`config.mk`:
```
export PLATFORM = sky130hd
export DESIGN_NAME = flash_programmer_command_parser
export DESIGN_NICKNAME = d
export VERILOG_FILES = /design/src/rtl/fpcp_pkg.sv /design/src/rtl/flash_programmer_command_parser.sv /design/src/rtl/fpcp_page_mod.sv /design/src/rtl/fpcp_front.sv /design/src/rtl/fpcp_job_queue.sv /design/src/rtl/fpcp_back.sv
export SDC_FILE = /design/constraint.sdc
export NUM_CORES = 1
export LEC_CHECK = 0
export BUFFER_PORTS_ARGS = -buffer_cell sky130_fd_sc_hd__buf_2
export CORE_MARGIN = 5
export CORE_UTILIZATION = 40
export CTS_BUF_LIST = sky130_fd_sc_hd__clkbuf_8
export DETAILED_ROUTE_END_ITERATION = 16
export PLACE_DENSITY = 0.57
export SLEW_MARGIN = 10
export SYNTH_ARGS = -nofsm -noshare
export SYNTH_HDL_FRONTEND = slang
export SYNTH_SLANG_ARGS = --single-unit
```
`constraint.sdc`:
```
create_clock -name clock -period 10.1 [get_ports clock]
set_clock_uncertainty 0.2 [all_clocks]
set_input_delay 1.01 -clock clock [delete_from_list [all_inputs] [get_ports clock]]
set_output_delay 1.01 -clock clock [all_outputs]
set_load 0.03 [all_outputs]
```
`src/rtl/fpcp_pkg.sv`:
```
// Shared types and constants for the flash programmer command parser.
`timescale 1ns / 1ps

package fpcp_pkg;

   // Host command letters.
   localparam logic [7:0] CH_W = 8'h57;
   localparam logic [7:0] CH_R = 8'h52;
   localparam logic [7:0] CH_M = 8'h4D;
   localparam logic [7:0] CH_S = 8'h53;
   localparam logic [7:0] CH_Z = 8'h5A;
   localparam logic [7:0] CH_D = 8'h44;
   localparam logic [7:0] CH_A = 8'h41;
   localparam logic [7:0] CH_B = 8'h42;
   localparam logic [7:0] CH_V = 8'h56;

   // Job queue between the parser and the result expander.
   localparam int QUEUE_DEPTH = 4;
   localparam int QUEUE_AW    = 2;

   typedef enum logic [3:0] {
      CMD_FORWARD       = 4'd0,
      CMD_BEGIN_SESSION = 4'd1,
      CMD_RELEASE_RESET = 4'd2,
      CMD_CHIP_ERASE    = 4'd3,
      CMD_RELEASE_BUS   = 4'd4,
      CMD_BOOTLOADER    = 4'd5,
      CMD_VERSION       = 4'd6,
      CMD_ERASE_SECTORS = 4'd7,
      CMD_START_WRITE   = 4'd8,
      CMD_WRITE_BYTE    = 4'd9,
      CMD_NEXT_PAGE     = 4'd10,
      CMD_FINISH_WRITE  = 4'd11,
      CMD_READ_RANGE    = 4'd12
   } cmd_type;

   typedef enum logic [2:0] {
      PH_IDLE = 3'd0,
      PH_ARG0 = 3'd1,
      PH_ARG1 = 3'd2,
      PH_ARG2 = 3'd3,
      PH_ARG3 = 3'd4,
      PH_DATA = 3'd5
   } phase_type;

   typedef enum logic [2:0] {
      OP_NONE = 3'd0,
      OP_W    = 3'd1,
      OP_R    = 3'd2,
      OP_M    = 3'd3,
      OP_S    = 3'd4
   } op_type;

   typedef enum logic [1:0] {
      SEL_MAIN   = 2'd0,
      SEL_PAGE   = 2'd1,
      SEL_FINISH = 2'd2
   } sel_type;

   // One parsed request: a main result plus optional next page and finish results.
   typedef struct packed {
      cmd_type     cmd;
      logic [31:0] address;
      logic [31:0] length;
      logic [7:0]  data;
      logic [31:0] address2;
      logic        page;
      logic        finish;
   } job_type;

endpackage

```
`src/rtl/flash_programmer_command_parser.sv`:
```
// Top level of the flash programmer command parser.
`timescale 1ns / 1ps

// Host byte parser for a flash programmer. Each request carries one byte from
// the host. With programming mode clear the byte comes back as a forward result
// for the UART bridge; with it set the byte drives a command parser that emits
// board commands (begin session, release reset, chip erase, release bus,
// bootloader, version), erase ranges, read ranges and write sequences with
// start write, write byte, next page and finish write. One request is accepted
// every clock cycle while the job queue has room: the parser in the front end
// finishes each byte in the cycle it is taken and places at most one job into
// a four-entry job queue. The back end delivers one result per cycle from the
// head of that queue while the receiver pops, so a write byte that also crosses
// a page or ends the count yields two or three results; req_full rises only
// when the queue is full. The page offset of the base address is computed by a
// three-stage remainder pipeline that always finishes well before a start write
// can use it. PAGE_BYTES may be any page size from 16 to 4096 bytes. Programming
// mode should only be changed while no request is outstanding.
module flash_programmer_command_parser #(
   parameter int PAGE_BYTES = 256
) (
   input  logic        clock,
   input  logic        reset,
   input  logic        req_push,
   output logic        req_full,
   input  logic [7:0]  req_rx_byte,
   output logic        rsp_empty,
   input  logic        rsp_pop,
   output logic [3:0]  rsp_command,
   output logic [31:0] rsp_address,
   output logic [31:0] rsp_length,
   output logic [7:0]  rsp_data,
   output logic        rsp_last,
   input  logic        csr_we,
   input  logic        csr_programming_mode
);

   import fpcp_pkg::*;

   localparam int PW = $clog2(PAGE_BYTES);

   logic          accept;
   logic          queue_full;
   logic          queue_empty;
   logic          queue_pop;
   logic          job_valid;
   job_type       job;
   job_type       head_job;
   logic [31:0]   base_address;
   logic [PW-1:0] base_rem;

   // A request is taken whenever the job queue has room.
   assign accept   = req_push && !queue_full;
   assign req_full = queue_full;

   fpcp_page_mod #(
      .PAGE_BYTES(PAGE_BYTES)
   ) u_page_mod (
      .clock        (clock),
      .base_address (base_address),
      .base_rem     (base_rem)
   );

   fpcp_front #(
      .PAGE_BYTES(PAGE_BYTES)
   ) u_front (
      .clock                (clock),
      .reset                (reset),
      .csr_we               (csr_we),
      .csr_programming_mode (csr_programming_mode),
      .accept               (accept),
      .rx_byte              (req_rx_byte),
      .base_rem             (base_rem),
      .base_address         (base_address),
      .job_valid            (job_valid),
      .job                  (job)
   );

   fpcp_job_queue u_queue (
      .clock    (clock),
      .reset    (reset),
      .push     (job_valid),
      .push_job (job),
      .pop      (queue_pop),
      .head_job (head_job),
      .empty    (queue_empty),
      .full     (queue_full)
   );

   fpcp_back u_back (
      .clock       (clock),
      .reset       (reset),
      .head_job    (head_job),
      .queue_empty (queue_empty),
      .queue_pop   (queue_pop),
      .rsp_pop     (rsp_pop),
      .rsp_empty   (rsp_empty),
      .rsp_command (rsp_command),
      .rsp_address (rsp_address),
      .rsp_length  (rsp_length),
      .rsp_data    (rsp_data),
      .rsp_last    (rsp_last)
   );

endmodule

```
`src/rtl/fpcp_page_mod.sv`:
```
// Pipelined remainder of the base address modulo the page size.
`timescale 1ns / 1ps

module fpcp_page_mod #(
   parameter int PAGE_BYTES = 256
) (
   input  logic                          clock,
   input  logic [31:0]                   base_address,
   output logic [$clog2(PAGE_BYTES)-1:0] base_rem
);

   localparam int PW    = $clog2(PAGE_BYTES);
   localparam int VW    = PW + 10;
   localparam int RW    = PW + 12;
   localparam int SHIFT = VW + PW;
   localparam int QW    = VW + RW - SHIFT;
   localparam logic [63:0] RECIP_FULL =
      ((64'd1 << SHIFT) + 64'(PAGE_BYTES) - 64'd1) / 64'(PAGE_BYTES);
   localparam logic [RW-1:0] RECIP = RECIP_FULL[RW-1:0];
   // Weights of the four address bytes modulo the page size.
   localparam int WT0 = 1 % PAGE_BYTES;
   localparam int WT1 = 256 % PAGE_BYTES;
   localparam int WT2 = (WT1 * 256) % PAGE_BYTES;
   localparam int WT3 = (WT2 * 256) % PAGE_BYTES;

   logic [VW-1:0]    v_ff, v_in, v2_ff;
   logic [QW-1:0]    q_ff, q_in;
   logic [PW-1:0]    rem_ff, rem_in;
   logic [VW+RW-1:0] prod;
   logic [VW-1:0]    qp;

   always_comb begin
      // Byte-weighted sum keeps the same residue and stays narrow.
      v_in = VW'(base_address[7:0])   * VW'(WT0)
           + VW'(base_address[15:8])  * VW'(WT1)
           + VW'(base_address[23:16]) * VW'(WT2)
           + VW'(base_address[31:24]) * VW'(WT3);
      // Reciprocal is exact for every sum this narrow.
      prod   = (VW+RW)'(v_ff) * (VW+RW)'(RECIP);
      q_in   = prod[VW+RW-1:SHIFT];
      qp     = VW'(q_ff) * VW'(PAGE_BYTES);
      rem_in = PW'(v2_ff - qp);
   end

   always_ff @(posedge clock) begin
      v_ff   <= v_in;
      v2_ff  <= v_ff;
      q_ff   <= q_in;
      rem_ff <= rem_in;
   end

   assign base_rem = rem_ff;

endmodule

```
`src/rtl/fpcp_front.sv`:
```
// Front end: mode register, byte parser state and job generation.
`timescale 1ns / 1ps

module fpcp_front #(
   parameter int PAGE_BYTES = 256
) (
   input  logic                          clock,
   input  logic                          reset,
   input  logic                          csr_we,
   input  logic                          csr_programming_mode,
   input  logic                          accept,
   input  logic [7:0]                    rx_byte,
   input  logic [$clog2(PAGE_BYTES)-1:0] base_rem,
   output logic [31:0]                   base_address,
   output logic                          job_valid,
   output fpcp_pkg::job_type             job
);

   import fpcp_pkg::*;

   localparam int PW = $clog2(PAGE_BYTES);

   logic          mode_ff, mode_in;
   phase_type     phase_ff, phase_in;
   op_type        op_ff, op_in;
   logic [31:0]   base_ff, base_in;
   logic [31:0]   count_ff, count_in;
   logic [31:0]   ptr_ff, ptr_in;
   logic [15:0]   efirst_ff, efirst_in;
   logic [15:0]   elast_ff, elast_in;
   logic [PW-1:0] rem_ff, rem_in;
   logic [1:0]    lane;
   logic [31:0]   ptr_next;
   logic [31:0]   count_next;
   logic [PW-1:0] rem_next;

   always_ff @(posedge clock) begin
      if (reset) begin
         mode_ff   <= 1'b0;
         phase_ff  <= PH_IDLE;
         op_ff     <= OP_NONE;
         base_ff   <= '0;
         count_ff  <= '0;
         ptr_ff    <= '0;
         efirst_ff <= '0;
         elast_ff  <= '0;
      end else begin
         mode_ff   <= mode_in;
         phase_ff  <= phase_in;
         op_ff     <= op_in;
         base_ff   <= base_in;
         count_ff  <= count_in;
         ptr_ff    <= ptr_in;
         efirst_ff <= efirst_in;
         elast_ff  <= elast_in;
      end
   end

   // Page offset of the write pointer; loaded before any data byte uses it.
   always_ff @(posedge clock) begin
      rem_ff <= rem_in;
   end

   always_comb begin
      mode_in   = csr_we ? csr_programming_mode : mode_ff;
      phase_in  = phase_ff;
      op_in     = op_ff;
      base_in   = base_ff;
      count_in  = count_ff;
      ptr_in    = ptr_ff;
      efirst_in = efirst_ff;
      elast_in  = elast_ff;
      rem_in    = rem_ff;

      lane       = 2'(phase_ff - PH_ARG0);
      ptr_next   = ptr_ff + 32'd1;
      count_next = count_ff - 32'd1;
      // The pointer wrapping to zero always lands on a page start.
      rem_next   = (rem_ff == PW'(PAGE_BYTES - 1) || ptr_next == '0) ? '0 : rem_ff + PW'(1);

      job_valid    = 1'b0;
      job.cmd      = CMD_FORWARD;
      job.address  = '0;
      job.length   = '0;
      job.data     = '0;
      job.address2 = '0;
      job.page     = 1'b0;
      job.finish   = 1'b0;

      if (accept) begin
         if (!mode_ff) begin
            job_valid = 1'b1;
            job.data  = rx_byte;
         end else begin
            case (phase_ff)
               PH_IDLE: begin
                  case (rx_byte)
                     CH_W, CH_R: begin
                        op_in     = (rx_byte == CH_W) ? OP_W : OP_R;
                        count_in  = '0;
                        phase_in  = PH_ARG0;
                        job_valid = 1'b1;
                        job.cmd   = CMD_BEGIN_SESSION;
                     end
                     CH_D: begin
                        job_valid = 1'b1;
                        job.cmd   = CMD_RELEASE_RESET;
                     end
                     CH_Z: begin
                        job_valid = 1'b1;
                        job.cmd   = CMD_CHIP_ERASE;
                     end
                     CH_A: begin
                        job_valid = 1'b1;
                        job.cmd   = CMD_RELEASE_BUS;
                     end
                     CH_B: begin
                        job_valid = 1'b1;
                        job.cmd   = CMD_BOOTLOADER;
                     end
                     CH_V: begin
                        job_valid = 1'b1;
                        job.cmd   = CMD_VERSION;
                     end
                     CH_M: begin
                        op_in    = OP_M;
                        base_in  = '0;
                        phase_in = PH_ARG0;
                     end
                     CH_S: begin
                        op_in     = OP_S;
                        efirst_in = '0;
                        elast_in  = '0;
                        phase_in  = PH_ARG0;
                     end
                     default: begin
                     end
                  endcase
               end
               PH_ARG0, PH_ARG1, PH_ARG2, PH_ARG3: begin
                  case (op_ff)
                     OP_M: begin
                        base_in[{lane, 3'b000} +: 8] = base_ff[{lane, 3'b000} +: 8] | rx_byte;
                        phase_in = (phase_ff == PH_ARG3) ? PH_IDLE : phase_type'(phase_ff + 3'd1);
                     end
                     OP_S: begin
                        if (!lane[1]) begin
                           efirst_in[{lane[0], 3'b000} +: 8] =
                              efirst_ff[{lane[0], 3'b000} +: 8] | rx_byte;
                        end else begin
                           elast_in[{lane[0], 3'b000} +: 8] =
                              elast_ff[{lane[0], 3'b000} +: 8] | rx_byte;
                        end
                        if (phase_ff == PH_ARG3) begin
                           phase_in    = PH_IDLE;
                           job_valid   = 1'b1;
                           job.cmd     = CMD_ERASE_SECTORS;
                           job.address = {16'd0, efirst_in};
                           job.length  = {16'd0, elast_in};
                        end else begin
                           phase_in = phase_type'(phase_ff + 3'd1);
                        end
                     end
                     OP_W, OP_R: begin
                        count_in[{lane, 3'b000} +: 8] = count_ff[{lane, 3'b000} +: 8] | rx_byte;
                        if (phase_ff != PH_ARG3) begin
                           phase_in = phase_type'(phase_ff + 3'd1);
                        end else if (op_ff == OP_W) begin
                           ptr_in      = base_ff;
                           rem_in      = base_rem;
                           phase_in    = PH_DATA;
                           job_valid   = 1'b1;
                           job.cmd     = CMD_START_WRITE;
                           job.address = base_ff;
                           job.length  = count_in;
                        end else begin
                           phase_in    = PH_IDLE;
                           job_valid   = 1'b1;
                           job.cmd     = CMD_READ_RANGE;
                           job.address = base_ff;
                           job.length  = count_in;
                        end
                     end
                     default: begin
                     end
                  endcase
               end
               PH_DATA: begin
                  if (op_ff == OP_W) begin
                     ptr_in       = ptr_next;
                     count_in     = count_next;
                     rem_in       = rem_next;
                     job_valid    = 1'b1;
                     job.cmd      = CMD_WRITE_BYTE;
                     job.address  = ptr_ff;
                     job.data     = rx_byte;
                     job.address2 = ptr_next;
                     job.page     = (rem_next == '0);
                     job.finish   = (count_next == '0);
                     if (count_next == '0) begin
                        phase_in = PH_IDLE;
                     end
                  end
               end
               default: begin
               end
            endcase
         end
      end
   end

   assign base_address = base_ff;

endmodule

```
`src/rtl/fpcp_job_queue.sv`:
```
// Short job queue between the parser and the result expander.
`timescale 1ns / 1ps

module fpcp_job_queue (
   input  logic              clock,
   input  logic              reset,
   input  logic              push,
   input  fpcp_pkg::job_type push_job,
   input  logic              pop,
   output fpcp_pkg::job_type head_job,
   output logic              empty,
   output logic              full
);

   import fpcp_pkg::*;

   job_type             mem [QUEUE_DEPTH];
   logic [QUEUE_AW-1:0] wr_ff, wr_in;
   logic [QUEUE_AW-1:0] rd_ff, rd_in;
   logic [QUEUE_AW:0]   count_ff, count_in;

   always_comb begin
      wr_in    = push ? wr_ff + QUEUE_AW'(1) : wr_ff;
      rd_in    = pop ? rd_ff + QUEUE_AW'(1) : rd_ff;
      count_in = count_ff;
      if (push && !pop) begin
         count_in = count_ff + (QUEUE_AW+1)'(1);
      end else if (pop && !push) begin
         count_in = count_ff - (QUEUE_AW+1)'(1);
      end
   end

   always_ff @(posedge clock) begin
      if (reset) begin
         wr_ff    <= '0;
         rd_ff    <= '0;
         count_ff <= '0;
      end else begin
         wr_ff    <= wr_in;
         rd_ff    <= rd_in;
         count_ff <= count_in;
      end
   end

   always_ff @(posedge clock) begin
      if (push) begin
         mem[wr_ff] <= push_job;
      end
   end

   assign head_job = mem[rd_ff];
   assign empty    = (count_ff == '0);
   assign full     = (count_ff == (QUEUE_AW+1)'(QUEUE_DEPTH));

endmodule

```
`src/rtl/fpcp_back.sv`:
```
// Back end: expands each queued job into one to three results.
`timescale 1ns / 1ps

module fpcp_back (
   input  logic              clock,
   input  logic              reset,
   input  fpcp_pkg::job_type head_job,
   input  logic              queue_empty,
   output logic              queue_pop,
   input  logic              rsp_pop,
   output logic              rsp_empty,
   output logic [3:0]        rsp_command,
   output logic [31:0]       rsp_address,
   output logic [31:0]       rsp_length,
   output logic [7:0]        rsp_data,
   output logic              rsp_last
);

   import fpcp_pkg::*;

   sel_type sel_ff, sel_in;
   cmd_type cmd;
   logic    fire;

   always_ff @(posedge clock) begin
      if (reset) begin
         sel_ff <= SEL_MAIN;
      end else begin
         sel_ff <= sel_in;
      end
   end

   always_comb begin
      cmd         = head_job.cmd;
      rsp_address = head_job.address;
      rsp_length  = head_job.length;
      rsp_data    = head_job.data;
      rsp_last    = !(head_job.page || head_job.finish);
      case (sel_ff)
         SEL_MAIN: begin
         end
         SEL_PAGE: begin
            cmd         = CMD_NEXT_PAGE;
            rsp_address = head_job.address2;
            rsp_length  = '0;
            rsp_data    = '0;
            rsp_last    = !head_job.finish;
         end
         SEL_FINISH: begin
            cmd         = CMD_FINISH_WRITE;
            rsp_address = head_job.address2;
            rsp_length  = '0;
            rsp_data    = '0;
            rsp_last    = 1'b1;
         end
         default: begin
         end
      endcase

      fire      = rsp_pop && !queue_empty;
      queue_pop = fire && rsp_last;
      sel_in    = sel_ff;
      if (fire) begin
         if (rsp_last) begin
            sel_in = SEL_MAIN;
         end else if (sel_ff == SEL_MAIN && head_job.page) begin
            sel_in = SEL_PAGE;
         end else begin
            sel_in = SEL_FINISH;
         end
      end
   end

   assign rsp_command = cmd;
   assign rsp_empty   = queue_empty;

endmodule

```
; After elaboration in Yosys (flattened, before gate mapping)
; Memory sizes are Yosys's and may differ from the RTL's. A register that Yosys moved wholly into a read port is not among the register bits.
; Index checks and enable logic that the tools add are counted.
[op_classes]
shift = 10
reduce_logical = 38
n_bitwise = 4
n_mux = 75
eq_ne = 35
add_sub_neg = 11
[ops]
columns = op, n
row1 = $mux 32, 12
row2 = $pmux 32 s2, 3
row3 = $mux 68, 2
row4 = $pmux 68 s2, 1
row5 = $mux 67, 2
row6 = $mux 110, 1
row7 = $pmux 32 s3, 1
row8 = $mux 42, 2
row9 = $mux 16, 5
row10 = $eq 8x7->1 const B, 9
row11 = $bwmux 32, 2
row12 = $logic_not 32->1, 2
row13 = $pmux 16 s2, 2
row14 = $shiftx 32x6->8, 2
row15 = $shiftx 8x7->32, 2
row16 = $mux 8, 7
row17 = $mux 36, 1
row18 = $mux 34, 1
row19 = $add 32x1->32 const B, 1
row20 = $bwmux 16, 2
row21 = $or 8x8->8, 4
row22 = $shift 8x7->32 const A, 1
row23 = $shiftx 16x5->8, 2
row24 = $shiftx 8x6->16, 2
row25 = other kinds (44), 104
[totals]
wordCells = 190
out_inout_bits = 79
inputBits = 14
ram_bits = 440
register_bits = 176
mem_count = 1
[memory_table]
columns = memory, words, width, read_ports, rd_clocked_by_memory_dff, write_ports, line_no
row1 = u_queue.mem, 4, 110, 1, 1, 1, fpcp_job_queue.sv:17  ; job_type mem [QUEUE_DEPTH];

; Logic depth before layout (Yosys ltp)
; Gate-level depths: netlist (run 1).
[depth]
word_depth = 11
depth_mapped = 14
ltp_nobuf = 13

; Hierarchy
; A second synthesis (run 1) with hierarchy kept.
[hier_totals]
cells_unflattened = 2286
hier_area_um2 = 28532.4
[modules_own_cells]
columns = mod, instances, cells_per_inst, area_each_um2, seq_area_each_um2
row1 = fpcp_job_queue, 1, 618, 16305.6, 13392.8
row2 = fpcp_front, 1, 1536, 10824.1, 2942.8
row3 = fpcp_back, 1, 107, 908.4, 40.0
row4 = fpcp_page_mod, 1, 24, 480.5, 480.5
row5 = flash_programmer_command_parser, 1, 1, 13.8, 0.0

; Worst setup path before layout (run 1)
; Ideal clock, no wire load.
[synth_timing]
path_kind = reg-to-reg
startpoint = register u_front.phase_ff[0]
endpoint = memory u_queue.mem[0][0] (netlist name), enable pin
required_time_ns = 9.418
arrival_time_ns = 4.808
path_stages_with_launch = 10
setup_slack_ns = 4.611
synth_period_minus_slack_ns = 5.489
setup_ns = 0.482
path_buffers = 2
path_cell_list = dfxtp_1 > clkbuf_1 > buf_1 > inv_1 > ha_1 > nor2b_1 > nand2b_1 > o21bai_1 > a21oi_1 > and2_1
[synth_via]
elab_chain_cells = 8
word_cells_on_any_way = 16
cone_classes = 6 x eq/ne / 8 x mux / 2 x reduce/logical
[synth_rtl]
columns = item, line_no
row1 = "start, declared", fpcp_front.sv:24  ; phase_type phase_ff, phase_in;
row2 = "start signal, assigned", fpcp_front.sv:49  ; phase_ff <= phase_in;
row3 = $ne 3x3->1 / $eq 3x3->1 (equally long branches), "fpcp_front.sv:166, fpcp_front.sv:95, fpcp_front.sv:154"
row4 = $mux 1 (on tied branches), "fpcp_front.sv:166, fpcp_front.sv:154"
row5 = $pmux 1 s2, fpcp_front.sv:141  ; case (op_ff)
row6 = $pmux 1 s3 *, fpcp_front.sv:95  ; case (phase_ff)
row7 = $mux 1 *, fpcp_front.sv:91  ; if (!mode_ff) begin
row8 = $mux 1 *, fpcp_front.sv:90  ; if (accept) begin
row9 = via job_valid, flash_programmer_command_parser.sv:46  ; logic job_valid;
row10 = $mux 1 *, fpcp_job_queue.sv:46  ; if (push) begin
row11 = $mux 1 (implied by the code) *, fpcp_job_queue.sv:47  ; mem[wr_ff] <= push_job;
row12 = "end, declared", fpcp_job_queue.sv:17
; Mark *: on every way through the listed nets, which the timed path passes. The rest lies on a longest branch.

==> flow_metrics.env, run 1 <==
export IMPL_viasPerCell=5.68
export IMPL_reg2reg_from="u_front.phase_ff[0]"
export IMPL_hold_depth=0
export IMPL_cts_root_buf="clkbuf_8"
export IMPL_grt_pass1_vias=19100
export IMPL_avgSynthCellArea_um2=12.2
export IMPL_drive_gt1_frac=0.185
export IMPL_dp_cells=3176
export IMPL_synth_top_family_by_area="simple AND/OR/NAND/NOR gates"
export IMPL_drv_slew=0
export IMPL_synthFlopType="edfxtp_1"
export IMPL_crit_chain="buf_4 > mux4_2 > nor2b_1 > o21ai_0 > o31a_1 > inv_1 > buf_2"
export IMPL_tritoncts="built"
export IMPL_die_y_um=275
export IMPL_start_kind="flip-flop"
export IMPL_final_cell_count_no_fill=3371
export IMPL_clk_pin_slew_ns=0.06
export IMPL_end_kind="output port"
export IMPL_p_per_area_nw_per_um2=211
export IMPL_max_stage_delay_ns=0.85
export IMPL_post_cts_setup_buffers=0
export IMPL_rsz0062_at_grt="no"
export IMPL_hold_viol_final=0
export IMPL_use_met2=0.328
export IMPL_hold_ws_ns=0.125
export IMPL_power_switching_mw=2.04
export IMPL_finalSetupViolations=0
export IMPL_synth_xor_area_share=0.0187
export IMPL_synth_nets=2335
export IMPL_pwr_share_seq=0.451
export IMPL_hpwl_um=48500
export IMPL_clock_fmax_mhz=203
export IMPL_grt_pass1_wl_um=116000
export IMPL_comb_power_share=0.231
export IMPL_dpl_cell_area_um2=29300
export IMPL_core_area_um2=69900
export IMPL_synth_compound_area_frac=0.0953
export IMPL_min_delay_start="u_page_mod.v_ff[4]"
export IMPL_layout_setup_ws_ns=5.17
export IMPL_wl_per_cell_um=22.5
export IMPL_postRouteAntennaNets=0
export IMPL_cp_top_family="buffers and inverters"
export IMPL_io_buffers=92
export IMPL_synthSimpleGateAreaFrac=0.133
export IMPL_clock_latency_ns=0.71
export IMPL_h_tree_depth=3
export IMPL_first_pass_iters=5
export IMPL_crit_slowest_cell="dfxtp_4"
export IMPL_crit_required_ns=8.89
export IMPL_synth_async_reset_ratio=0
export IMPL_grt_antenna_before_repair=3
export IMPL_cp_depth=7
export IMPL_synth_area_top_cells="edfxtp_1, dfxtp_1, mux4_2, nor2_1, a21oi_1"
export IMPL_worst_pin_slew_ns=1.18
export IMPL_synthTopCellsByCount="edfxtp_1, nor2_1, a21oi_1"
export IMPL_postSynthCellCount=2300
export IMPL_dp_slack_ns=4.85
export IMPL_track_usage=0.198
export IMPL_status="finished clean"
export IMPL_use_met3=0.0350
export IMPL_tns_ns=0
export IMPL_num_rows=97
export IMPL_maxCapViolCount=0
export IMPL_cts_resized=0
export IMPL_yosys_warnings=0
export IMPL_power_share_clock=0.317
export IMPL_globalplace_congestion=0.907
export IMPL_synth_edf_count=448
export IMPL_rr_endpoint="u_queue.mem[2][97]"
export IMPL_clockBufferDepth=3
export IMPL_drtIter0Drc=2062
export IMPL_die_area_um2=75700
export IMPL_synth_cell_types=70
export IMPL_p_int_mw=4.56
export IMPL_rrSetupSlack_ns=5.52
export IMPL_r2r_cells=9
export IMPL_period_share=0.488
export IMPL_drc=0
export IMPL_syn2layout_area_growth_pct=11.3
export IMPL_synth_seq_area_share=0.599
export IMPL_cts_sinks=618
export IMPL_wirelength_um=75700
export IMPL_overflow=0
export IMPL_p_sw_frac=0.309
export IMPL_muxShareOfSynthArea=0.117
export IMPL_worstPathArrival_ns=3.72
export IMPL_period_minus_slack_ns=4.93
export IMPL_netlist_area_um2=28100
export IMPL_use_met1=0.265
export IMPL_final_area_um2=31300
export IMPL_dr_total_vias=19200
export IMPL_start_util=0.402
export IMPL_path_class="reg -> out"
export IMPL_holdPathEnd="u_page_mod.v2_ff[4]"
export IMPL_netlist_area_leader_share=0.478
export IMPL_synth_seq_cells=618
export IMPL_synth_most_common_cell="edfxtp_1"
export IMPL_hold_class="reg -> reg"
export IMPL_p_leak_nw=10.2
export IMPL_fin_nets=2374
export IMPL_cts_buffers=101
export IMPL_yosysTopAreaCell="edfxtp_1"
export IMPL_cts_hold_buffers_added=0
export IMPL_num_io_pins=93
export IMPL_top_usage_layer="met2"
export IMPL_synth_fa_ha_area_frac=0.00961
export IMPL_ir_drop_v=0.000122
export IMPL_die_w_um=275
export IMPL_critPathMaxFanout=42
export IMPL_slew_headroom=0.213
export IMPL_path_buf_inv=3
export IMPL_grt_max_degree=106
-- metrics by stage --
stage | utilization | power (mW)
after global placement | 0.420 | 4.60
after floorplan | - | 4.13
final | 0.448 | 6.61
after CTS | 0.448 | 6.73
after global routing | 0.448 | 6.92
after detailed placement | 0.420 | 4.62
-- flip-flops by register name (all words and copies together), names as in the netlist, named ones only --
register	cells
u_front.elast_ff	16
u_queue.mem	440
u_front.op_ff	3
u_front.ptr_ff	32
u_front.count_ff	32
u_front.efirst_ff	16
u_queue.wr_ff	2
u_front.rem_ff	8
u_back.sel_ff	2
u_page_mod.base_rem	8
u_page_mod.v_ff	8
u_queue.rd_ff	2
u_queue.count_ff	3
u_front.phase_ff	3
u_page_mod.v2_ff	8
u_front.base_address	32
u_front.mode_ff	1
-- power by group through the flow --
stage | logic, mW | clock network, mW | registers, mW
floorplan | 1.12 | 0 | 3.01
global placement | 1.57 | 0 | 3.03
detailed placement | 1.58 | 0 | 3.04
CTS | 1.59 | 2.15 | 2.99
global route | 1.64 | 2.27 | 3.00
finish | 1.53 | 2.10 | 2.98
-- cell type report --
cell class / instances / area, µm²
multi-input combinational: 1483 / 10600
sequential: 618 / 16900
fill: 6516 / 38600
clock inverter: 84 / 473
clock buffer: 108 / 1490
antenna: 3 / 7.51
timing repair buffer: 119 / 666
tap: 940 / 1180
inverter: 16 / 60.1
-- worst max-delay path by stage --
stage	startpoint	end	slack (ns)
2_1_floorplan	u_front.phase_ff[0]	u_queue.mem[0][0]	4.61
3_3_place_gp	req_rx_byte[6]	u_queue.mem[2][60]	4.98
3_5_place_dp	req_rx_byte[6]	u_queue.mem[2][62]	4.85
4_1_cts	flip-flop	rsp_last	4.93
5_1_grt	flip-flop	rsp_last	4.78
6_report	flip-flop	rsp_last	5.17
-- cells by family (layout without fill, tap and decap cells) --
| logic type | after synthesis | after routing |
|---|---|---|
| other | 0 | 3 |
| XOR/XNOR | 60 | 60 |
| buffers and inverters | 199 | 327 |
| multiplexers | 168 | 168 |
| flip-flops | 618 | 618 |
| AND/OR/NAND/NOR | 794 | 794 |
| AO/OA/AOI/OAI | 440 | 440 |
| adder cells (fa/ha/maj) | 21 | 21 |
-- cells in the final DEF (no fill, tap or decap), types with 23 or more instances in the layout --
cell type,count
inv_1,58
buf_4,28
o21ai_0,62
a22oi_1,55
mux4_2,124
edfxtp_1,448
nor2b_1,64
mux2_2,36
a21oi_1,200
clkbuf_8,108
nand3_1,30
clkinv_1,23
xnor2_1,34
dfxtp_1,168
xor2_1,26
nor3_1,80
nand2_1,110
buf_2,91
nor2_1,362
-- metal layers --
| layer | vias up | routed length (µm) |
|---|---|---|
| met2 | 669 | 36900 |
| li1 | 8714 | - |
| met5 | - | 12 |
| met3 | 143 | 4260 |
| met4 | 2 | 2600 |
| met1 | 9633 | 32000 |
Power figures use the tool's default switching activity.
==> inputs of run 2 (changes only) <==
==> constraint.sdc (replaced) <==
create_clock -name clock -period 5.14 [get_ports clock]
set_clock_uncertainty 0.2 [all_clocks]
set_input_delay 0.514 -clock clock [delete_from_list [all_inputs] [get_ports clock]]
set_output_delay 0.514 -clock clock [all_outputs]
set_load 0.03 [all_outputs]
==> run 2 against run 1 <==
  * Global-route usage grew 0.28 points
  * Count of clock-buffer cells in the layout is 5 higher
  * Final cell count rose by 0.36%
  * Critical path type is now reg -> reg
  * First-iteration DRC count fell by 18%
  * Critical endpoint is now u_queue.mem[0][1]
  * Register-to-register slack lost 4.4 ns
  * Combinational power grew 100%
  * Design area up 0.89%
  * Clock power rose by 100%
  * Sequential power is 96% higher
  * Sequential cell count stayed put
  * Setup slack lost 4.0 ns
==> flow_metrics.env, run 2 (synthesized netlist as in run 1, its figures left out) <==
export IMPL_die_y_um=275
export IMPL_globalplace_congestion=0.920
export IMPL_die_area_um2=75700
export IMPL_post_cts_setup_buffers=0
export IMPL_final_cell_mix="edfxtp_1, nor2_1, a21oi_1"
export IMPL_overflow=0
export IMPL_path_class="reg -> reg"
export IMPL_hold_viol_final=0
export IMPL_io_buffers=92
export IMPL_largest_reg_flops=440
export IMPL_cts_buffers=105
export IMPL_num_rows=97
export IMPL_start_util=0.402
export IMPL_cts_sinks=618
export IMPL_period_minus_slack_ns=4.02
export IMPL_fin_nets=2388
export IMPL_wirelength_um=76600
export IMPL_ir_drop_v=0.000232
export IMPL_clockBufferDepth=3
export IMPL_slew_headroom=0.171
export IMPL_grt_antenna_before_repair=4
export IMPL_start_kind="flip-flop"
export IMPL_wl_per_cell_um=22.6
export IMPL_layout_setup_ws_ns=1.12
export IMPL_critPathMaxFanout=7
export IMPL_final_area_um2=31600
export IMPL_grt_pass1_vias=19200
export IMPL_core_area_um2=69900
export IMPL_dp_slack_ns=1.19
export IMPL_die_w_um=275
export IMPL_period_share=0.782
export IMPL_dr_total_vias=19200
export IMPL_clock_fmax_mhz=249
export IMPL_fin_util=0.452
export IMPL_status="finished clean"
export IMPL_maxCapViolCount=0
export IMPL_fill_cells=6550
export IMPL_h_tree_depth=3
export IMPL_dpl_cell_area_um2=29500
export IMPL_drive_gt1_frac=0.188
export IMPL_tritoncts="built"
export IMPL_largest_register="u_queue.mem"
export IMPL_diodes=0
export IMPL_worst_pin_slew_ns=1.24
export IMPL_viasPerCell=5.69
export IMPL_drv_slew=0
export IMPL_syn2layout_area_growth_pct=12.3
export IMPL_clk_pin_slew_ns=0.06
export IMPL_cts_resized=0
export IMPL_rsz0062_at_grt="no"
export IMPL_cts_root_buf="clkbuf_8"
export IMPL_postRouteAntennaNets=0
export IMPL_final_common_cell="edfxtp_1"
export IMPL_finalSetupViolations=0
export IMPL_hpwl_um=49100
export IMPL_crit_required_ns=5.43
export IMPL_grt_max_degree=88
export IMPL_worstPathArrival_ns=4.31
export IMPL_cts_hold_buffers_added=3
export IMPL_clock_latency_ns=0.70
export IMPL_drtIter0Drc=1693
export IMPL_drc=0
export IMPL_tns_ns=0
export IMPL_p_leak_nw=10.3
export IMPL_first_pass_iters=6
export IMPL_hold_ws_ns=0.0855
export IMPL_num_io_pins=93
export IMPL_grt_pass1_wl_um=118000
export IMPL_end_kind="flip-flop"
export IMPL_p_per_area_nw_per_um2=416
export IMPL_hold_class="in -> reg"
export IMPL_track_usage=0.201
## run 2: cell type report
type	count	area [µm²]	share of cell area
Multi-Input combinational cell	1483	10600	0.335
Sequential cell	618	16900	0.534
Clock buffer	113	1560	0.0492
Inverter	16	60.1	0.00190
Timing Repair Buffer	129	873	0.0277
Clock inverter	84	483	0.0153
Tap cell	940	1180	0.0372
## run 2: metrics by stage
stage               power (mW)  std cells
floorplan                 8.10       2300
global placement          9.06       3183
detailed placement        9.10       3183
CTS                       13.4       3383
global route              13.8       3383
finish                    13.1       3383
## run 2: worst max-delay path, stage by stage (launching register included)
cell     delay (ns)
dfxtp_1        0.46
ha_1           0.33
nand4_1        0.27
or4_4          0.62
nor4_4         0.40
and3_1         0.23
o22ai_1        0.08
or4_4          0.52
or3_1          0.41
a21oi_2        0.29
## run 2: worst paths after layout
check,slack (ns),endpoint,cells after the start,start
worst max-delay path,1.12,u_queue.mem[0][1],9,u_front.ptr_ff[0]
worst min-delay path,0.09,u_front.elast_ff[6],3,req_rx_byte[6]
worst max register to register,1.12,u_queue.mem[0][1],9,u_front.ptr_ff[0]
worst min register to register,0.13,u_page_mod.base_rem[6],0,u_page_mod.v2_ff[6]
## run 2: report_power, final
part / switching, mW / internal, mW / leakage, nW
Clock: 1.96 / 2.27 / 1.22
Combinational: 1.94 / 1.12 / 3.49
Sequential: 0.113 / 5.72 / 5.58
## run 2: layer usage
layer  up-vias  GRT usage  share of wire
met5         -          0        0.00025
met4         4     0.0616          0.028
met3       142     0.0352          0.057
met2       664      0.338           0.49
met1      9694      0.269           0.42
li1       8742          -              -
==> inputs of run 3 (changes only) <==
--- a/config.mk
+++ b/config.mk
@@ -5,12 +5,13 @@
 export SDC_FILE = /design/constraint.sdc
 export NUM_CORES = 1
 export LEC_CHECK = 0
+export ABC_AREA = 1
 export BUFFER_PORTS_ARGS = -buffer_cell sky130_fd_sc_hd__buf_2
 export CORE_MARGIN = 5
 export CORE_UTILIZATION = 40
 export CTS_BUF_LIST = sky130_fd_sc_hd__clkbuf_8
 export DETAILED_ROUTE_END_ITERATION = 16
-export PLACE_DENSITY = 0.57
+export PLACE_DENSITY = 0.59
 export SLEW_MARGIN = 10
 export SYNTH_ARGS = -nofsm -noshare
 export SYNTH_HDL_FRONTEND = slang
==> constraint.sdc (replaced) <==
create_clock -name clock -period 3.55 [get_ports clock]
set_clock_uncertainty 0.2 [all_clocks]
set_input_delay 0.355 -clock clock [delete_from_list [all_inputs] [get_ports clock]]
set_output_delay 0.355 -clock clock [all_outputs]
set_load 0.03 [all_outputs]
==> run 3 against run 2 <==
  * First-iteration DRC count rose by 29%
  * Final cell count rose by 28%
  * Via count rose by 22%
  * Global-route usage rose by 1.1 points
  * Combinational power rose by 63%
  * Core utilization rose by 0.86 points
  * Critical path depth rose by 11
  * Setup slack got worse by 1.0 ns
  * Design area rose by 4.0%
==> flow_metrics.env, run 3 <==
export IMPL_fin_util=0.460
export IMPL_finalSetupViolations=0
export IMPL_dr_wl_met3_um=5490
export IMPL_track_usage=0.212
export IMPL_slew_headroom=0.187
export IMPL_met2_wirelength_um=40200
export IMPL_num_io_pins=93
export IMPL_grt_max_degree=153
export IMPL_p_leak_nw=12.2
export IMPL_synth_xor_area_share=0.00335
export IMPL_netlist_area_um2=28700
export IMPL_hold_ws_ns=0.0844
export IMPL_start_kind="primary input"
export IMPL_core_area_um2=71400
export IMPL_clk_pin_slew_ns=0.06
export IMPL_largest_reg_flops=440
export IMPL_reg2reg_from="u_front.count_ff[8]"
export IMPL_viasPerCell=5.44
export IMPL_hpwl_um=55600
export IMPL_die_w_um=278
export IMPL_synthTopCellsByCount="nor2_1, nand2_1, edfxtp_1"
export IMPL_postSynthCellCount=3165
export IMPL_rsz0062_at_grt="no"
export IMPL_worst_pin_slew_ns=1.22
export IMPL_dr_total_vias=23500
export IMPL_postRouteAntennaNets=0
export IMPL_end_kind="flip-flop"
export IMPL_cts_buffers=102
export IMPL_cts_root_buf="clkbuf_8"
export IMPL_critPathMaxFanout=7
export IMPL_yosys_warnings=0
export IMPL_synth_area_top_cells="edfxtp_1, dfxtp_1, nor2_1, nand2_1, o21ai_0"
export IMPL_clock_fmax_mhz=292
export IMPL_drive_gt1_frac=0.114
export IMPL_maxCapViolCount=0
export IMPL_clockBufferDepth=3
export IMPL_synth_most_common_cell="nor2_1"
export IMPL_die_area_um2=77300
export IMPL_min_delay_start="req_push"
export IMPL_largest_register="u_queue.mem"
export IMPL_start_util=0.403
export IMPL_tritoncts="built"
export IMPL_path_buf_inv=6
export IMPL_synth_seq_cells=618
export IMPL_rr_endpoint="u_queue.mem[2][0]"
export IMPL_drtIter0Drc=2182
export IMPL_synth_nets=3200
export IMPL_period_minus_slack_ns=3.43
export IMPL_crit_chain="dlygate4sd3_1 > buf_4 > nand2_1 > dlygate4sd3_1 > nor2_2 > nand2_1 > o21ai_2 > inv_1 > nand3_1 > o21ai_1 > nand4_1 > nand2_4 > inv_4 > ha_1 > inv_1 > fa_1 > a21oi_1 > o21ai_0 > o21ai_0 > a21oi_1"
export IMPL_die_y_um=278
export IMPL_routed_top_layer="met5"
export IMPL_multi_input_area_um2=10400
export IMPL_h_tree_depth=3
export IMPL_globalplace_congestion=0.964
export IMPL_synth_async_reset_ratio=0
export IMPL_crit_required_ns=3.92
export IMPL_final_cell_mix="nor2_1, nand2_1, edfxtp_1"
export IMPL_first_pass_iters=6
export IMPL_grt_pass1_vias=22100
export IMPL_muxShareOfSynthArea=0
export IMPL_seq_area_um2=16900
export IMPL_hold_depth=6
export IMPL_rrSetupSlack_ns=0.44
export IMPL_grt_antenna_before_repair=1
export IMPL_fill_cells=6936
export IMPL_syn2layout_area_growth_pct=14.3
export IMPL_cts_sinks=618
export IMPL_crit_slowest_cell="dlygate4sd3_1"
export IMPL_ir_drop_v=0.000470
export IMPL_final_common_cell="nor2_1"
export IMPL_holdPathEnd="u_queue.wr_ff[1]"
export IMPL_io_buffers=92
export IMPL_synth_top_family_by_area="simple AND/OR/NAND/NOR gates"
export IMPL_avgSynthCellArea_um2=9.08
export IMPL_fin_nets=3320
export IMPL_grt_pass1_wl_um=131000
export IMPL_hold_viol_final=0
export IMPL_synth_fa_ha_area_frac=0.00940
export IMPL_synth_seq_area_share=0.586
export IMPL_max_stage_delay_ns=0.60
export IMPL_synth_compound_area_frac=0.161
export IMPL_drv_slew=0
export IMPL_wl_met1_um=37400
export IMPL_p_per_area_nw_per_um2=595
export IMPL_synthFlopType="edfxtp_1"
export IMPL_synth_cell_types=48
export IMPL_status="finished clean"
export IMPL_worstPathArrival_ns=3.79
export IMPL_wirelength_um=85300
export IMPL_netlist_area_leader_share=0.468
export IMPL_overflow=0
export IMPL_r2r_cells=12
export IMPL_drc=0
export IMPL_cp_top_family="buffers and inverters"
export IMPL_synthSimpleGateAreaFrac=0.186
export IMPL_clock_latency_ns=0.71
export IMPL_yosysTopAreaCell="edfxtp_1"
export IMPL_hold_class="in -> reg"
export IMPL_period_share=0.965
export IMPL_path_class="in -> reg"
export IMPL_wl_per_cell_um=19.7
export IMPL_num_rows=98
export IMPL_diodes=0
export IMPL_synth_edf_count=448
run 3: cell count changes after synthesis, sizes merged, moves of 64 or more:
| cell | previous run | this run |
|---|---|---|
| nor2b | 64 | 0 |
| o21ai | 72 | 314 |
| nand2 | 111 | 468 |
| o22ai | 9 | 73 |
| mux4 | 124 | 0 |
| nor2 | 364 | 662 |
| nand3 | 31 | 109 |
| inv | 15 | 224 |
run 3: routing by layer:
layer	global-route usage	vias up
met4	0.0610	2
met5	0	-
met3	0.0354	171
li1	-	11300
met2	0.348	906
met1	0.294	11200
run 3: power breakdown:
group          internal, mW  leakage [nW]  switching [mW]
Clock                  3.29          1.23            2.87
Sequential             8.25          5.60           0.129
Combinational          1.29          5.37            3.72
Total                  12.8          12.2            6.73
run 3: layout make-up:
cell class                      count  share of cell area
Multi-Input combinational cell   2146               0.318
Clock buffer                      119              0.0498
Inverter                          231              0.0273
Clock inverter                     73              0.0126
Timing Repair Buffer              186              0.0428
Sequential cell                   618               0.513
Tap cell                          950              0.0362
run 3: cells by family after synthesis:
group | after synthesis
AO/OA/AOI/OAI | 811
AND/OR/NAND/NOR | 1303
adder cells (fa/ha/maj) | 21
flip-flops | 618
XOR/XNOR | 11
buffers and inverters | 401
run 3: worst max path at each step:
stage	to	cells past startpoint	slack, ns	from
floorplan	u_queue.mem[0][0]	12	-0.05	req_rx_byte[6]
global placement	u_queue.count_ff[2]	18	0.21	req_rx_byte[6]
detailed placement	u_queue.count_ff[2]	20	0.24	req_rx_byte[6]
CTS	rsp_address[20]	6	0.07	flip-flop
global route	u_queue.count_ff[2]	20	0.02	req_rx_byte[0]
finish	u_queue.count_ff[2]	20	0.12	req_rx_byte[0]
run 3: repair_timing:
item	4_1_cts	5_1_grt
hold buffers	15	0
pin swaps	0	0
setup buffers	0	1
gates cloned	0	0
endpoints found under the setup margin	3	5
resized for setup	1	3
endpoints found under the hold margin	22	0
run 3: stage by stage:
stage | worst slack (ns) | total power, mW | area (µm²) | cells | setup TNS (ns)
2_1_floorplan | -0.0493 | 11.9 | 28900 | 3165 | -14.72
3_3_place_gp | 0.206 | 13.6 | 30600 | 4115 | 0
3_5_place_dp | 0.241 | 13.6 | 30600 | 4115 | 0
4_1_cts | 0.0663 | 19.8 | 32800 | 4322 | 0
5_1_grt | 0.0208 | 20.6 | 32900 | 4323 | 0
6_report | 0.124 | 19.6 | 32900 | 4323 | 0
run 3: worst min-delay path, stage by stage:
cell     delay [ns]
buf_2          0.09
inv_1          0.04
nor2_1         0.10
nand2_4        0.18
o21ai_0        0.09
nor2_1         0.08
